==> config.mk <==
export PLATFORM = sky130hd
export DESIGN_NAME = md5_message_digest
export DESIGN_NICKNAME = d
export VERILOG_FILES = /design/src/hdl/md5_pkg.sv /design/src/hdl/md5_datapath.sv /design/src/hdl/md5_control.sv /design/src/hdl/md5_message_digest.sv
export SDC_FILE = /design/constraint.sdc
export NUM_CORES = 2
export LEC_CHECK = 0
export CAP_MARGIN = 20
export CORE_ASPECT_RATIO = 0.7
export CORE_MARGIN = 2
export CORE_UTILIZATION = 35
export DETAILED_ROUTE_END_ITERATION = 6
export DONT_BUFFER_PORTS = 1
export PLACE_DENSITY_LB_ADDON = 0.15
export SYNTH_ARGS = -nofsm -noshare
export SYNTH_HDL_FRONTEND = slang
export SYNTH_SLANG_ARGS = --single-unit
export TNS_END_PERCENT = 10
==> constraint.sdc <==
create_clock -name clk -period 14.4 [get_ports clk]
set_input_delay 1.44 -clock clk [delete_from_list [all_inputs] [get_ports clk]]
set_output_delay 1.44 -clock clk [all_outputs]
set_load 0.01 [all_outputs]
==> src/hdl/md5_pkg.sv <==
package md5_pkg;

  localparam logic [31:0] INIT_A = 32'h67452301;
  localparam logic [31:0] INIT_B = 32'hefcdab89;
  localparam logic [31:0] INIT_C = 32'h98badcfe;
  localparam logic [31:0] INIT_D = 32'h10325476;

  localparam logic [7:0] PAD_BYTE = 8'h80;
  localparam logic [5:0] LEN_POS = 6'd56;

  typedef logic [31:0] word_t;

  // controller to datapath
  typedef struct packed {
    logic       init;       // load initial chaining words and clear count
    logic       emit;       // copy the chaining words into the digest register
    logic       wr_byte;    // write wr_data at the fill position, advance count
    logic       wr_pad;     // write padding byte at pad_idx
    logic [5:0] pad_idx;
    logic [1:0] pad_kind;   // 0: 0x80, 1: zero, 2: length byte
    logic       round_start;
    logic       round_step;
    logic       round_fold;
    logic       latch_len;
  } md5_cmd_t;

  localparam logic [1:0] PAD_MARK = 2'd0;
  localparam logic [1:0] PAD_ZERO = 2'd1;
  localparam logic [1:0] PAD_LEN  = 2'd2;

  // datapath to controller
  typedef struct packed {
    logic [5:0] fill;
    logic [5:0] round;
  } md5_stat_t;

  function automatic word_t round_const(input logic [5:0] i);
    word_t k;
    case (i)
      6'd0: k = 32'hd76aa478;  6'd1: k = 32'he8c7b756;  6'd2: k = 32'h242070db;
      6'd3: k = 32'hc1bdceee;  6'd4: k = 32'hf57c0faf;  6'd5: k = 32'h4787c62a;
      6'd6: k = 32'ha8304613;  6'd7: k = 32'hfd469501;  6'd8: k = 32'h698098d8;
      6'd9: k = 32'h8b44f7af;  6'd10: k = 32'hffff5bb1; 6'd11: k = 32'h895cd7be;
      6'd12: k = 32'h6b901122; 6'd13: k = 32'hfd987193; 6'd14: k = 32'ha679438e;
      6'd15: k = 32'h49b40821; 6'd16: k = 32'hf61e2562; 6'd17: k = 32'hc040b340;
      6'd18: k = 32'h265e5a51; 6'd19: k = 32'he9b6c7aa; 6'd20: k = 32'hd62f105d;
      6'd21: k = 32'h02441453; 6'd22: k = 32'hd8a1e681; 6'd23: k = 32'he7d3fbc8;
      6'd24: k = 32'h21e1cde6; 6'd25: k = 32'hc33707d6; 6'd26: k = 32'hf4d50d87;
      6'd27: k = 32'h455a14ed; 6'd28: k = 32'ha9e3e905; 6'd29: k = 32'hfcefa3f8;
      6'd30: k = 32'h676f02d9; 6'd31: k = 32'h8d2a4c8a; 6'd32: k = 32'hfffa3942;
      6'd33: k = 32'h8771f681; 6'd34: k = 32'h6d9d6122; 6'd35: k = 32'hfde5380c;
      6'd36: k = 32'ha4beea44; 6'd37: k = 32'h4bdecfa9; 6'd38: k = 32'hf6bb4b60;
      6'd39: k = 32'hbebfbc70; 6'd40: k = 32'h289b7ec6; 6'd41: k = 32'heaa127fa;
      6'd42: k = 32'hd4ef3085; 6'd43: k = 32'h04881d05; 6'd44: k = 32'hd9d4d039;
      6'd45: k = 32'he6db99e5; 6'd46: k = 32'h1fa27cf8; 6'd47: k = 32'hc4ac5665;
      6'd48: k = 32'hf4292244; 6'd49: k = 32'h432aff97; 6'd50: k = 32'hab9423a7;
      6'd51: k = 32'hfc93a039; 6'd52: k = 32'h655b59c3; 6'd53: k = 32'h8f0ccc92;
      6'd54: k = 32'hffeff47d; 6'd55: k = 32'h85845dd1; 6'd56: k = 32'h6fa87e4f;
      6'd57: k = 32'hfe2ce6e0; 6'd58: k = 32'ha3014314; 6'd59: k = 32'h4e0811a1;
      6'd60: k = 32'hf7537e82; 6'd61: k = 32'hbd3af235; 6'd62: k = 32'h2ad7d2bb;
      default: k = 32'heb86d391;
    endcase
    return k;
  endfunction

  function automatic logic [4:0] rot_amount(input logic [3:0] sel);
    logic [4:0] r;
    case (sel)
      4'd0: r = 5'd7;   4'd1: r = 5'd12;  4'd2: r = 5'd17;  4'd3: r = 5'd22;
      4'd4: r = 5'd5;   4'd5: r = 5'd9;   4'd6: r = 5'd14;  4'd7: r = 5'd20;
      4'd8: r = 5'd4;   4'd9: r = 5'd11;  4'd10: r = 5'd16; 4'd11: r = 5'd23;
      4'd12: r = 5'd6;  4'd13: r = 5'd10; 4'd14: r = 5'd15; default: r = 5'd21;
    endcase
    return r;
  endfunction

  // message word index for round i
  function automatic logic [3:0] word_sel(input logic [5:0] i);
    logic [3:0] g;
    case (i[5:4])
      2'd0: g = i[3:0];
      2'd1: g = 4'((5 * i[3:0]) + 1);
      2'd2: g = 4'((3 * i[3:0]) + 5);
      default: g = 4'(7 * i[3:0]);
    endcase
    return g;
  endfunction

endpackage

==> src/hdl/md5_datapath.sv <==
module md5_datapath
  import md5_pkg::*;
(
  input  logic       clk,
  input  logic       rst,
  input  md5_cmd_t   cmd,
  input  logic [7:0] wr_data,
  output md5_stat_t  stat,
  output logic [63:0] digest_low,
  output logic [63:0] digest_high
);

  // 16 message words as a memory: one write port (byte lanes), one read port
  logic [7:0] buf0 [0:15];
  logic [7:0] buf1 [0:15];
  logic [7:0] buf2 [0:15];
  logic [7:0] buf3 [0:15];
  word_t      msg_word;

  logic [63:0] bit_count;
  logic [63:0] len_hold;
  word_t h0, h1, h2, h3;
  word_t a, b, c, d;
  logic [5:0] round;
  logic       busy;

  logic [5:0] wr_idx;
  logic [7:0] wr_val;
  logic       wr_en;
  logic [5:0] rd_round;

  always_comb begin
    wr_en  = cmd.wr_byte | cmd.wr_pad;
    wr_idx = cmd.wr_byte ? bit_count[8:3] : cmd.pad_idx;
    case (cmd.pad_kind)
      PAD_MARK: wr_val = PAD_BYTE;
      PAD_LEN:  wr_val = len_hold[{cmd.pad_idx[2:0], 3'b000} +: 8];
      default:  wr_val = 8'h00;
    endcase
    if (cmd.wr_byte) wr_val = wr_data;
  end

  // read the word for the next round into a register ahead of its use
  assign rd_round = cmd.round_start ? 6'd0 : 6'(round + 6'd1);

  always_ff @(posedge clk) begin
    if (wr_en) begin
      case (wr_idx[1:0])
        2'd0: buf0[wr_idx[5:2]] <= wr_val;
        2'd1: buf1[wr_idx[5:2]] <= wr_val;
        2'd2: buf2[wr_idx[5:2]] <= wr_val;
        default: buf3[wr_idx[5:2]] <= wr_val;
      endcase
    end
    msg_word <= {buf3[word_sel(rd_round)], buf2[word_sel(rd_round)],
                 buf1[word_sel(rd_round)], buf0[word_sel(rd_round)]};
  end

  word_t f_val;
  word_t sum;
  word_t rot;
  logic [4:0] sh;

  always_comb begin
    case (round[5:4])
      2'd0: f_val = (b & c) | (~b & d);
      2'd1: f_val = (b & d) | (c & ~d);
      2'd2: f_val = b ^ c ^ d;
      default: f_val = c ^ (b | ~d);
    endcase
    sum = a + f_val + round_const(round) + msg_word;
    sh  = rot_amount({round[5:4], round[1:0]});
    rot = (sum << sh) | (sum >> (6'd32 - {1'b0, sh}));
  end

  always_ff @(posedge clk) begin
    if (rst || cmd.init) begin
      h0 <= INIT_A;
      h1 <= INIT_B;
      h2 <= INIT_C;
      h3 <= INIT_D;
      bit_count <= '0;
    end else begin
      if (cmd.wr_byte) bit_count <= bit_count + 64'd8;
      if (cmd.round_fold) begin
        h0 <= h0 + a;
        h1 <= h1 + b;
        h2 <= h2 + c;
        h3 <= h3 + d;
      end
    end
    if (cmd.latch_len) len_hold <= bit_count;
    if (cmd.round_start) begin
      a <= h0; b <= h1; c <= h2; d <= h3;
      round <= '0;
    end else if (cmd.round_step) begin
      a <= d;
      d <= c;
      c <= b;
      b <= b + rot;
      round <= 6'(round + 6'd1);
    end
  end

  // hold the finished digest while the chaining words restart
  always_ff @(posedge clk) begin
    if (cmd.emit) begin
      digest_low  <= {h1, h0};
      digest_high <= {h3, h2};
    end
  end

  always_ff @(posedge clk) begin
    if (rst) busy <= 1'b0;
    else if (cmd.round_start) busy <= 1'b1;
    else if (cmd.round_fold) busy <= 1'b0;
  end

  assign stat.fill  = bit_count[8:3];
  assign stat.round = round;

  assert property (@(posedge clk) disable iff (rst) cmd.round_step |-> busy)
    else $error("round step outside a compression");
  assert property (@(posedge clk) disable iff (rst) cmd.wr_byte |=> $past(bit_count) + 64'd8
                   == bit_count)
    else $error("bit count did not advance by one byte");
  assert property (@(posedge clk) disable iff (rst) busy |-> !wr_en)
    else $error("buffer written during compression");

endmodule

==> src/hdl/md5_control.sv <==
module md5_control
  import md5_pkg::*;
(
  input  logic       clk,
  input  logic       rst,
  input  logic       in_valid,
  output logic       in_ready,
  input  logic       byte_present,
  input  logic       end_of_message,
  output logic       out_valid,
  input  logic       out_ready,
  input  md5_stat_t  stat,
  output md5_cmd_t   cmd
);

  localparam logic [2:0] S_IDLE  = 3'd0;
  localparam logic [2:0] S_START = 3'd1;
  localparam logic [2:0] S_COMP  = 3'd2;
  localparam logic [2:0] S_FOLD  = 3'd3;
  localparam logic [2:0] S_PAD   = 3'd4;
  localparam logic [2:0] S_OUT   = 3'd5;

  logic [2:0] state, state_next;
  logic [5:0] pad_pos, pad_pos_next;
  logic       closing, closing_next;  // padding still to be done after block
  logic       marked, marked_next;    // 0x80 already written
  logic       final_blk, final_blk_next;
  logic       out_full;               // digest register holds an untaken item

  assign in_ready  = (state == S_IDLE);
  assign out_valid = out_full;

  always_comb begin
    state_next     = state;
    pad_pos_next   = pad_pos;
    closing_next   = closing;
    marked_next    = marked;
    final_blk_next = final_blk;
    cmd = '0;
    case (state)
      S_IDLE: begin
        if (in_valid) begin
          cmd.wr_byte  = byte_present;
          closing_next = end_of_message;
          marked_next  = 1'b0;
          final_blk_next = 1'b0;
          if (byte_present && stat.fill == 6'd63) begin
            state_next = S_START;
          end else if (end_of_message) begin
            state_next = S_PAD;
            pad_pos_next = byte_present ? 6'(stat.fill + 6'd1) : stat.fill;
          end
        end
      end
      S_PAD: begin
        cmd.wr_pad  = 1'b1;
        cmd.pad_idx = pad_pos;
        cmd.latch_len = 1'b1;
        if (!marked) begin
          cmd.pad_kind = PAD_MARK;
          marked_next = 1'b1;
          final_blk_next = (pad_pos < LEN_POS);
        end else if (final_blk && pad_pos >= LEN_POS) begin
          cmd.pad_kind = PAD_LEN;
        end else begin
          cmd.pad_kind = PAD_ZERO;
        end
        pad_pos_next = 6'(pad_pos + 6'd1);
        if (pad_pos == 6'd63) begin
          state_next = S_START;
          if (!marked) closing_next = (pad_pos >= LEN_POS);
          else closing_next = !final_blk;
        end
      end
      S_START: begin
        cmd.round_start = 1'b1;
        state_next = S_COMP;
      end
      S_COMP: begin
        cmd.round_step = 1'b1;
        if (stat.round == 6'd63) state_next = S_FOLD;
      end
      S_FOLD: begin
        cmd.round_fold = 1'b1;
        if (closing) begin
          state_next = S_PAD;
          pad_pos_next = '0;
          final_blk_next = marked;
        end else if (marked) begin
          state_next = S_OUT;
        end else begin
          state_next = S_IDLE;
        end
      end
      S_OUT: begin
        // wait only while the previous digest is still untaken
        if (!out_full || out_ready) begin
          cmd.emit = 1'b1;
          cmd.init = 1'b1;
          state_next = S_IDLE;
        end
      end
      default: state_next = S_IDLE;
    endcase
  end

  always_ff @(posedge clk) begin
    if (rst) begin
      state     <= S_IDLE;
      pad_pos   <= '0;
      closing   <= 1'b0;
      marked    <= 1'b0;
      final_blk <= 1'b0;
      out_full  <= 1'b0;
    end else begin
      state     <= state_next;
      pad_pos   <= pad_pos_next;
      closing   <= closing_next;
      marked    <= marked_next;
      final_blk <= final_blk_next;
      if (cmd.emit) out_full <= 1'b1;
      else if (out_ready) out_full <= 1'b0;
    end
  end

  assert property (@(posedge clk) disable iff (rst)
                   (state == S_COMP && stat.round == 6'd63) |=> state == S_FOLD)
    else $error("compression did not end after 64 rounds");
  assert property (@(posedge clk) disable iff (rst)
                   (state == S_OUT) |-> marked)
    else $error("digest shown before padding");
  assert property (@(posedge clk) disable iff (rst)
                   (out_valid && !out_ready) |=> out_valid)
    else $error("digest dropped while waiting");

endmodule

==> src/hdl/md5_message_digest.sv <==
// MD5 digest engine. One message byte per input item (tdata[7:0]); tuser[0]
// marks the byte as present and tlast closes the message. Bytes are taken one
// per cycle until a 64-byte block is full; the block then runs 64 rounds of
// compression, one per clock, through start, rounds and fold, in which no
// item is taken. Closing a message writes the padding one byte per cycle up
// to the block end, runs one or two further compressions and, in the state
// after the last fold, once the previous digest is taken, moves the 128-bit
// digest (bytes 0..15 from the low bit up) into an output register that
// holds it until taken. The engine is then ready for the next message; it
// stalls at the next message end only while the previous digest is still waiting.
module md5_message_digest
  import md5_pkg::*;
(
  input  logic         clk,
  input  logic         rst,
  input  logic         s_axis_tvalid,
  output logic         s_axis_tready,
  input  logic [7:0]   s_axis_tdata,   // data_byte
  input  logic         s_axis_tuser,   // byte_present
  input  logic         s_axis_tlast,   // end_of_message
  output logic         m_axis_tvalid,
  input  logic         m_axis_tready,
  output logic [127:0] m_axis_tdata    // digest_low, digest_high
);

  md5_cmd_t  cmd;
  md5_stat_t stat;
  logic [63:0] digest_low, digest_high;

  md5_control u_ctrl (
    .clk, .rst,
    .in_valid(s_axis_tvalid),
    .in_ready(s_axis_tready),
    .byte_present(s_axis_tuser),
    .end_of_message(s_axis_tlast),
    .out_valid(m_axis_tvalid),
    .out_ready(m_axis_tready),
    .stat, .cmd
  );

  md5_datapath u_dp (
    .clk, .rst, .cmd,
    .wr_data(s_axis_tdata),
    .stat,
    .digest_low, .digest_high
  );

  assign m_axis_tdata = {digest_high, digest_low};

  assert property (@(posedge clk) disable iff (rst)
                   (m_axis_tvalid && !m_axis_tready) |=> $stable(m_axis_tdata))
    else $error("digest changed while waiting");
  assert property (@(posedge clk) disable iff (rst)
                   (m_axis_tvalid && !m_axis_tready) |=> m_axis_tvalid)
    else $error("digest withdrawn before it was taken");
  assert property (@(posedge clk) disable iff (rst)
                   (s_axis_tvalid && s_axis_tready && s_axis_tlast) |=> !s_axis_tready)
    else $error("input taken right after a message end");

endmodule
Word level (Yosys, flattened, before mapping). Memories as Yosys holds them, arrays and structs flattened. A register that Yosys moved wholly into a read port is not among the register bits. Cells that the tools add are included.

Memories: 6. Flip-flop bits (word level): 531. Memory bits (read-only): 2128. Bits in writable memories: 512.

Memory list: (no name shown) (depth 64, width 32, rd ports 1, clocked after memory_dff 1, write ports 0, RTL line md5_pkg.sv:39) `case (i)`; u_dp.buf0 (depth 16, width 8, rd ports 1, clocked after memory_dff 1, write ports 1, RTL line md5_datapath.sv:14) `logic [7:0] buf0 [0:15];`; u_dp.buf1 (depth 16, width 8, rd ports 1, clocked after memory_dff 1, write ports 1, RTL line md5_datapath.sv:15) `logic [7:0] buf1 [0:15];`; u_dp.buf2 (depth 16, width 8, rd ports 1, clocked after memory_dff 1, write ports 1, RTL line md5_datapath.sv:16) `logic [7:0] buf2 [0:15];`; u_dp.buf3 (depth 16, width 8, rd ports 1, clocked after memory_dff 1, write ports 1, RTL line md5_datapath.sv:17) `logic [7:0] buf3 [0:15];`; (no name shown) (depth 16, width 5, rd ports 1, clocked after memory_dff 1, write ports 0, RTL line md5_pkg.sv:68) `case (sel)`.

Equal/unequal tests: 24. Shift-type cells: 3. Order comparisons: 2. $mul: 3. Mux-type cells: 67. Add/sub/neg operators: 15. Bitwise logic cells: 14. Reductions and logical operators: 21.

Operators with widths (number): 32-bit adder (8); 32-bit 2-to-1 mux (8); 32-bit bitwise AND (4); 32-bit OR (4); 32-bit one-hot mux with 3 select lines (1); 32-bit XOR (3); 64-bit by 4-bit adder with 64-bit output (second input constant) (1); 32-bit NOT (2); 64-bit by 7-bit indexed part select with 8-bit output (1); 6-bit 2-to-1 mux (9); 32-bit by 5-bit left shift with 32-bit output (1); 32-bit by 6-bit >> shifter with 32-bit output (1); 1-bit 2-to-1 mux (26); 3-bit 2-to-1 mux (8); 6-bit by 1-bit adder with 6-bit output (second input constant) (3); 6-bit equality test (second input constant) (3); 3-bit one-hot mux with 6 select lines (1); 6-bit one-hot mux with 3 select lines (1); 8-bit one-hot mux with 2 select lines (1); 4-bit one-hot mux with 3 select lines (1); 2-bit by 1-bit inequality test with 1-bit output (second input constant) (5); 5-bit AND reduction (2); 9-bit 2-to-1 mux (1); 2-bit equality test (second input constant) (4); other kinds (30) (50).

Depth between registers and ports, before layout.
Word-level depth: 12. Mapped depth: 40.

By module. A second synthesis with hierarchy kept.

Cells, all modules: 5957. Area, all modules: 61172.4 um2.

By module, submodules not included: md5_datapath (instances 1, area an instance 60052.6 um2, cells an instance 5805); md5_control (instances 1, area an instance 1119.8 um2, cells an instance 152).

Worst setup path before layout. No wires, ideal clock.

Path kind: input -> register. Start: in m_axis_tready. End: reg u_dp.bit_count[10]. Cell stages on the path: 7. Path slack: 5.513 ns. Data arrival time: 8.760 ns. Setup time: 0.128 ns. Cells stage by stage: nand2b_1 > nor2b_1 > or2_2 > clkbuf_1 > clkbuf_1 > buf_1 > nor2_1.

Cells in the longest elaborated chain, start to end: 4.

Ends and longest elaborated chain: start: declaration (RTL line md5_message_digest.sv:22) `input logic m_axis_tready,`; 1-bit logical OR (RTL line md5_control.sv:97) `if (!out_full || out_ready) begin`; 2-bit 2-to-1 mux (RTL line md5_control.sv:97); 2-bit 2-to-1 mux (RTL line md5_control.sv:40) `case (state)`; 1-bit logical OR (RTL line md5_datapath.sv:77) `if (rst || cmd.init) begin`; end signal: assignment (RTL line md5_datapath.sv:84) `if (cmd.wr_byte) bit_count <= bit_count + 64'd8;`; end: declaration (RTL line md5_datapath.sv:20) `logic [63:0] bit_count;`.

Every way passes these cells. A chain may end at the register's enable or synchronous reset.

Worst setup path in the final report.
Start: reg u_dp.round[4]. End: reg u_dp.b[28], data pin.

Cells in the longest elaborated chain, start to end: 10. Elaborated cells between the ends (all ways): 13. Classes of those cells: add/sub (4); eq/ne (2); shift (2); mux (3); bitwise (1); reduce/logical (1).

Ends and longest elaborated chain: start: declaration (RTL line md5_datapath.sv:24) `logic [5:0] round;`; start signal: assignment (RTL line md5_datapath.sv:101) `round <= 6'(round + 6'd1);`; 2-bit equality test, or another cell as far along (RTL line md5_datapath.sv:65) `case (round[5:4])`; 32-bit one-hot mux with 3 select lines * (RTL line md5_datapath.sv:65); 32-bit adder * (3 in a row) (RTL line md5_datapath.sv:71) `sum = a + f_val + round_const(round) + msg_word;`; 32-bit by 6-bit >> shifter with 32-bit output / 32-bit by 5-bit left shift with 32-bit output (equally long branches) (RTL line md5_datapath.sv:73) `rot = (sum << sh) | (sum >> (6'd32 - {1'b0, sh}));`; 32-bit OR * (RTL line md5_datapath.sv:73); 32-bit adder * (RTL line md5_datapath.sv:100) `b <= b + rot;`; 32-bit 2-to-1 mux * (RTL line md5_datapath.sv:96) `end else if (cmd.round_step) begin`; 32-bit 2-to-1 mux * (RTL line md5_datapath.sv:93) `if (cmd.round_start) begin`; end signal: assignment (RTL line md5_datapath.sv:100); end: declaration (RTL line md5_datapath.sv:23) `word_t a, b, c, d;`.

Mark *: on every way between the ends. The rest lies on a longest branch, timed or not. The select of a mux whose other input is x is not followed.

==> results_dict.tcl <==
set metrics [dict create \
    status "completed" \
    worstSkewPairLatency_ns 0.81 \
    slowest_stage "dfxtp_4" \
    fmax_ghz 0.0923 \
    synth_cell_type_count 95 \
    r2r-start "u_dp.round[4]" \
    critPathTopFamily "compound AO/OA/AOI/OAI gates" \
    crit_fanout 61 \
    ant_nets 0 \
    drtIter0Drc 5719 \
    crit_type "flip-flop to flip-flop" \
    path_buf_inv 3 \
    cp-end-kind "flip-flop" \
    path_clk_slew_ns 0.07 \
    die_area_um2 178000 \
    ios 144 \
    synth.area.top_cells "edfxtp_1 41%, dfxtp_1 9.1%, nand2_1 6.2%" \
    synth_seq_area_share 0.499 \
    final-hold-violation-count 0 \
    cts_made_buffers 111 \
    clock-sinks 1106 \
    drv_cap 0 \
    slew_violations 0 \
    hp-class "flip-flop to flip-flop" \
    synth_cells 6151 \
    syn_to_final_growth_pct 10.0 \
    synth_edf_count 829 \
    hpwl_mm 149 \
    hold_start "u_dp.bit_count[63]" \
    die_x_um 503 \
    setup_viol 0 \
    r2r_end "u_dp.b[28]" \
    start_util 0.352 \
    port_buffers 0 \
    synth_seq_cells 1106 \
    overflow 0 \
    fin_skew_ns 0.0985 \
    hold_end "u_dp.len_hold[63]" \
    wl_mm 210 \
    htree_levels 3 \
    vias_per_cell 5.68 \
    ctsLongestPathBuffers 3 \
    grt_pass1_vias 43676 \
    grt_pass1_wl_mm 306 \
    core_area_um2 173000 \
    wl_per_cell_um 25.0 \
    max_stage_delay_ns 0.70 \
    rr_worst_depth 36 \
    fin_crit_sh 0.753 \
    cts_root_buf "clkbuf_16" \
    syn-cell-area_um2 61000 \
    synth_top_family_by_area "compound AO/OA/AOI/OAI gates" \
    nNetsFinal 6268 \
    cts_tree "yes" \
    start_kind "flip-flop" \
    final_common_cell "nand2_1" \
    drc 0 \
    yosys_warnings 0 \
    first_pass_iters 6 \
    required_ns 14.85 \
    rows 128 \
    drive_above_1_share 0.0651 \
    syn_avg_cell_area_um2 9.91 \
    antenna_found_initial 17 \
    post_cts_resized 0 \
    final_cell_mix "1009 x nand2_1, 829 x edfxtp_1, 450 x a21oi_1" \
    arrival_ns 11.29 \
    max-slew-margin-rel 0.304 \
    via_count 47781 \
    grt.total_usage 0.231 \
    n_fill_cell 17106 \
    synth_top_area_cell "edfxtp_1" \
    synth_ff_type "edfxtp_1" \
    holdPathStages 0 \
    synthAdderAreaFrac 0.0714 \
    synth_compound_area_frac 0.184 \
    period_minus_slack_ns 10.84 \
    rsz0062_at_grt "false" \
    yosys.area_share.simple 0.146 \
    syn_nets 6447 \
    cts_hold_buf 0 \
    synth_mux_area_frac 0.0206 \
    synth.top_cell.area_share 0.408 \
    grt_max_degree 157 \
    fin_setup_tns_ns 0 \
    async_reset_ff_frac 0 \
    crit_top_cell "a21oi_1" \
    critPathLaunch "u_dp.round[4]" \
    place_congestion 0.949 \
    r2r_slack_ns 3.56 \
    cts_setup_buffers 0 \
    die_y_um 353 \
    tightest_slew_ns 1.03 \
    synth_xor_area_frac 0.0388 \
]
metrics by stage:
step | hold slack [ns] | instances | utilization | instance area [um^2] | setup slack, ns
finish | 0.465 | 8413 | 0.387 | 67100 | 3.56
global placement | 0.444 | 8199 | 0.365 | 63300 | 3.92
CTS | 0.470 | 8409 | 0.387 | 67100 | 3.72
global route | 0.486 | 8411 | 0.387 | 67100 | 2.87
detailed placement | 0.457 | 8199 | 0.365 | 63300 | 3.83
floorplan | 0.406 | 6151 | - | 61000 | 5.51
cell usage after synthesis (53+ instances only):
master and n:
nand2_1 1012, edfxtp_1 829, a21oi_1 450, nor2_1 403, o21ai_0 317, clkbuf_1 306
dfxtp_1 277, inv_1 258, a211oi_1 216, ha_1 213, and2_1 149, xor2_1 149
nand3_1 138, a31oi_1 129, xnor2_1 121, o211ai_1 82, a311oi_1 77, fa_1 69
mux2i_1 69, nor3_1 64, buf_1 57, a21o_1 53
metal layers:
layer	vias to the layer above	wire (um)	track usage	part of all wire
li1	22183	-	-	-
met3	214	17300	0.0454	0.082
met2	1792	82000	0.304	0.39
met5	-	25	0	0.00012
met1	23588	108000	0.383	0.51
met4	4	3000	0.0350	0.014
cell type report:
class	count	area, um^2	area share
Antenna cell	4	10.0	0.000149
Inverter	263	987	0.0147
Multi-Input combinational cell	4399	28200	0.421
Tap cell	2340	2930	0.0436
Timing Repair Buffer	91	721	0.0107
Clock inverter	64	763	0.0114
Clock buffer	146	2990	0.0446
Sequential cell	1106	30400	0.454
worst max path at each step:
stage / to / slack, ns / cells after the start
2_1_floorplan: u_dp.bit_count[10] / 5.51 / 7
3_3_place_gp: u_dp.b[28] / 3.92 / 36
3_5_place_dp: u_dp.b[28] / 3.83 / 36
4_1_cts: u_dp.b[28] / 3.72 / 36
5_1_grt: u_dp.b[28] / 2.87 / 36
6_report: u_dp.b[28] / 3.56 / 36
state kept, by name, indices dropped and copies added, names as in the netlist, 61 cells and up, named ones only:
| signal | count |
|---|---|
| u_dp.buf0 | 128 |
| u_dp.buf1 | 128 |
| u_dp.buf2 | 128 |
| u_dp.buf3 | 128 |
| u_dp.digest_high | 64 |
| u_dp.digest_low | 64 |
| u_dp.bit_count | 61 |
| u_dp.len_hold | 61 |
logic make-up after synthesis:
group,count (synthesis)
buffers and inverters,646
AOI/OAI and AO/OA,1699
muxes,104
DFF,1106
and+or+nand+nor,2013
xor gates and xnor gates,270
adders and majority gates,313
Power is left out: the tool's default activity adds up to more than one toggle a clock period on the data nets, which glitch-free logic cannot reach.
